$ cat src/fpa_pkg.sv
// Shared constants and types for the Q17.14 fixed-point ALU.
package fpa_pkg;

  localparam int FRAC_BITS = 14;
  localparam int W         = 32;
  // quotient bits: a full word of integer bits plus the fraction
  localparam int DIV_W     = W + FRAC_BITS;

  localparam logic signed [W+1:0] ONE  = (W+2)'(1) <<< FRAC_BITS;
  localparam logic signed [W+1:0] HALF = ONE >>> 1;

  typedef enum logic [3:0] {
    FN_FROM_INT = 4'd0,
    FN_TRUNC    = 4'd1,
    FN_ROUND    = 4'd2,
    FN_ADD      = 4'd3,
    FN_ADD_INT  = 4'd4,
    FN_SUB      = 4'd5,
    FN_SUB_INT  = 4'd6,
    FN_MUL      = 4'd7,
    FN_MUL_INT  = 4'd8,
    FN_DIV      = 4'd9,
    FN_DIV_INT  = 4'd10,
    FN_INT_OVER = 4'd11,
    FN_LESS     = 4'd12
  } func_t;

  // side band that travels alongside the divider stages
  typedef struct packed {
    logic           valid;
    func_t          func;
    logic [W-1:0]   res;
    logic           less;
    logic           dz;
    logic           neg;
  } pipe_t;

endpackage

$ cat src/fpa_mul.sv
// Two-stage signed multiplier with fixed-point rescale toward zero.
module fpa_mul (
  input  logic                          clk,
  input  logic                          en,
  input  logic signed [fpa_pkg::W-1:0]  a,
  input  logic signed [fpa_pkg::W-1:0]  b,
  output logic [fpa_pkg::W-1:0]         res_frac,
  output logic [fpa_pkg::W-1:0]         res_int
);
  localparam int W = fpa_pkg::W;

  logic signed [2*W-1:0] prod;
  logic signed [2*W-1:0] biased;

  // bias negative products so the shift truncates toward zero
  assign biased = prod + (prod[2*W-1] ? (2*W)'(fpa_pkg::ONE - 1) : '0);

  always_ff @(posedge clk) begin
    if (en) begin
      prod     <= a * b;
      res_frac <= W'(biased >>> fpa_pkg::FRAC_BITS);
      res_int  <= prod[W-1:0];
    end
  end
endmodule

$ cat config.mk
export PLATFORM = sky130hd
export DESIGN_NAME = fpa_mul
export DESIGN_NICKNAME = d
export VERILOG_FILES = /design/src/fpa_pkg.sv /design/src/fpa_mul.sv
export SDC_FILE = /design/constraint.sdc
export NUM_CORES = 2
export LEC_CHECK = 0
export ABC_AREA = 0
export BUFFER_PORTS_ARGS = -buffer_cell sky130_fd_sc_hd__buf_2
export CAP_MARGIN = 20
export CORE_ASPECT_RATIO = 0.9
export CORE_UTILIZATION = 60
export CTS_BUF_LIST = sky130_fd_sc_hd__clkbuf_8
export DETAILED_ROUTE_END_ITERATION = 7
export PLACE_DENSITY = 0.8
export SETUP_SLACK_MARGIN = 0.3
export SLEW_MARGIN = 10
export SYNTH_ARGS = -nofsm -noshare
export SYNTH_HDL_FRONTEND = slang
export SYNTH_SLANG_ARGS = --single-unit
$ cat constraint.sdc
create_clock -name clk -period 8.9 [get_ports clk]
set_input_delay 1.78 -clock clk [delete_from_list [all_inputs] [get_ports clk]]
set_output_delay 1.78 -clock clk [all_outputs]
set_load 0.02 [all_outputs]
==> qor.txt <==
Outcome -> complete, no violations
Synthesized area per cell -> 9.793 µm²
Grt total ovfl -> 0
Largest net degree at the start of global routing -> 89
CTS Hold Buffers Added -> 0
Area leader, netlist -> fa_1
# fillers -> 5,023
Actual slew at the worst max-slew pin -> 1.082 ns
Chip height -> 246.2 µm
Skew final -> 0.01203 ns
Top Usage Layer GRT -> met2
H-tree Lvls -> 3
Gate Count Post-Synth -> 4,060
Met1 usage -> 39.64%
Clock buffer count from CTS -> 9
Synth warn -> 0
CP Max Fanout -> 10
Vias per std cell -> 5.494
Fmax -> 119.1 MHz
Clock Path Buffers -> 2
Final Critical Period -> 8.394 ns
CP required -> 9.04 ns
Post-synth top area share -> 54.48%
Nets -> 5,543
HPWL after DPL -> 84.12 mm
Final period util -> 94.31%
Vias -> 27,882
Antenna violations before repair -> 6
FP Rows -> 89
Met3 Usage GRT -> 3.840%
DRC viols -> 0
Data arrival, critical path -> 8.53 ns
Synth Flop Type -> edfxtp_1
Crit path capture type -> register
Vias in the first global route -> 31,095
Syn nets -> 5,405
Share of cells above drive strength 1 -> 8.708%
Final setup violation count -> 0
Layout Utilization -> 65.35%
Post-synthesis cell area -> 0.03976 mm²
Final hold violation count -> 0
First-pass GRT wire length -> 161.6 mm
Core Region -> 0.06559 mm²
Crit Path Class -> input pin to register
Number of distinct library cells after synthesis -> 56
Reg2reg setup slack -> 5.35 ns
Clock transition at path regs -> 0.12 ns
Max_cap viols -> 0
Die X -> 273.3 µm
Met2 Usage GRT -> 53.83%
Startpoint Class -> input pin
Fin. max-slew vios -> 0
Hold Crit Class -> register to register
CTS tree -> built
DRT Wirelength -> 97.73 mm
Wirelength per Cell -> 19.26 µm
Layout area overhead -> 7.801%
EDFF count, synth -> 111
DRT iter0 DRCs -> 2,153
Post-synthesis sequential area ratio -> 8.383%
Root Buffer -> clkbuf_8
Initial Util -> 60.62%
Most frequent cells in the layout -> 1,080 x fa_1, 1,041 x inv_1, 584 x nand2_1
Total Routing Usage GR -> 31.08%
Pre-antenna DRT Iters -> 6
PortBufs -> 129
Clock sinks -> 111
Commonest non-fill, non-tap cell in the layout -> fa_1
Latest clock arrival within the worst-skew pair -> 0.39 ns
RSZ-0062 raised after global routing -> no
Routed Antenna Nets -> 0
Final Wtd Congestion -> 0.9411
DIE AREA -> 0.06730 mm²
Yosys reg bits -> 111
Post-synth ARST share -> 0%
Top cells by area, synth -> fa_1 54%, inv_1 9.8%, edfxtp_1 8.4%, and2_1 7.2%, ha_1 6.2%
Slew headroom -> 27.90%
I/O pin cnt -> 130
Final setup TNS -> 0 ns
==> kinds of logic after synthesis <==
family	share of synthesized area (%)
mux	0.02518
flops	8.383
xor+xnor	1.939
fa+ha+maj	60.68
simple gates	14.52
compound gates	2.697
buf+inv	11.76
==> flip-flops by register name, indices dropped and copies added, names as in the netlist <==
signal    cells
res_frac     32
prod         47
res_int      32
==> per-layer routing <==
layer / routed length [µm] / share of wire [%]
met3: 6952 / 7.1
met2: 50690 / 52
met4: 4349 / 4.5
met5: 0 / 0
met1: 35740 / 37
==> synthesized netlist by cell type (14+ instances only) <==
cell,count
a21o_1,33
nor2_1,48
nand4_1,17
nand2b_1,14
o21ai_0,27
nand3_1,23
inv_1,1041
and2_1,456
fa_1,1082
xor2_1,26
ha_1,197
a21oi_1,49
xnor2_1,62
nand2_1,585
edfxtp_1,111
clkbuf_1,198
==> stage by stage <==
step           area [µm²]  hold WS [ns]  cells  setup WS [ns]
2_1_floorplan       39760        0.4268   4060         0.3519
3_3_place_gp        42440        0.4466   5042         0.1227
3_5_place_dp        42440        0.4413   5042       -0.02695
4_1_cts             42650        0.4621   5058         0.3710
5_1_grt             42850        0.4791   5072         0.2400
6_report            42860        0.4687   5075         0.5063
==> repair_timing <==
item / in CTS / in global routing
setup endpoints to repair: 0 / 17
setup buffers: 0 / 9
gates resized for setup: 0 / 38
==> worst paths after layout <==
path / from / to / depth (start not counted)
min: prod[0] / res_int[0] / 0
max reg2reg: prod[63] / res_frac[27] / 9
min reg2reg: prod[0] / res_int[0] / 0
max: b[13] / prod[63] / 27
==> worst max-delay path, cell delays in order <==
cell and delay (ns):
buf_2 0.24, buf_4 0.25, nand2_1 0.10, fa_1 0.52, fa_1 0.42, inv_1 0.10
fa_1 0.44, fa_1 0.61, clkinvlp_4 0.15, clkbuf_4 0.21, buf_4 0.15, fa_1 0.47
inv_1 0.05, fa_1 0.53, inv_1 0.05, fa_1 0.45, fa_1 0.53, inv_1 0.05
ha_1 0.18, a21o_1 0.18, a21o_1 0.17, a21oi_1 0.14, o21ai_1 0.11, a211oi_1 0.23
o2111a_1 0.21, nor2_1 0.05, xnor2_1 0.11
==> cell type report <==
| type | instances | area (µm²) | area share [%] |
|---|---|---|---|
| antenna | 8 | 20.02 | 0.04671 |
| timing repair buffer | 330 | 2502 | 5.838 |
| clock inverter | 7 | 91.34 | 0.2131 |
| multi-input combinational | 2705 | 31800 | 74.19 |
| inverter | 1041 | 3911 | 9.125 |
| sequential | 111 | 3333 | 7.777 |
| tap | 864 | 1081 | 2.522 |
| clock buffer | 9 | 123.9 | 0.2890 |
Power is left out: the tool's default activity adds up to more than one toggle a clock period on the data nets, which glitch-free logic cannot reach.
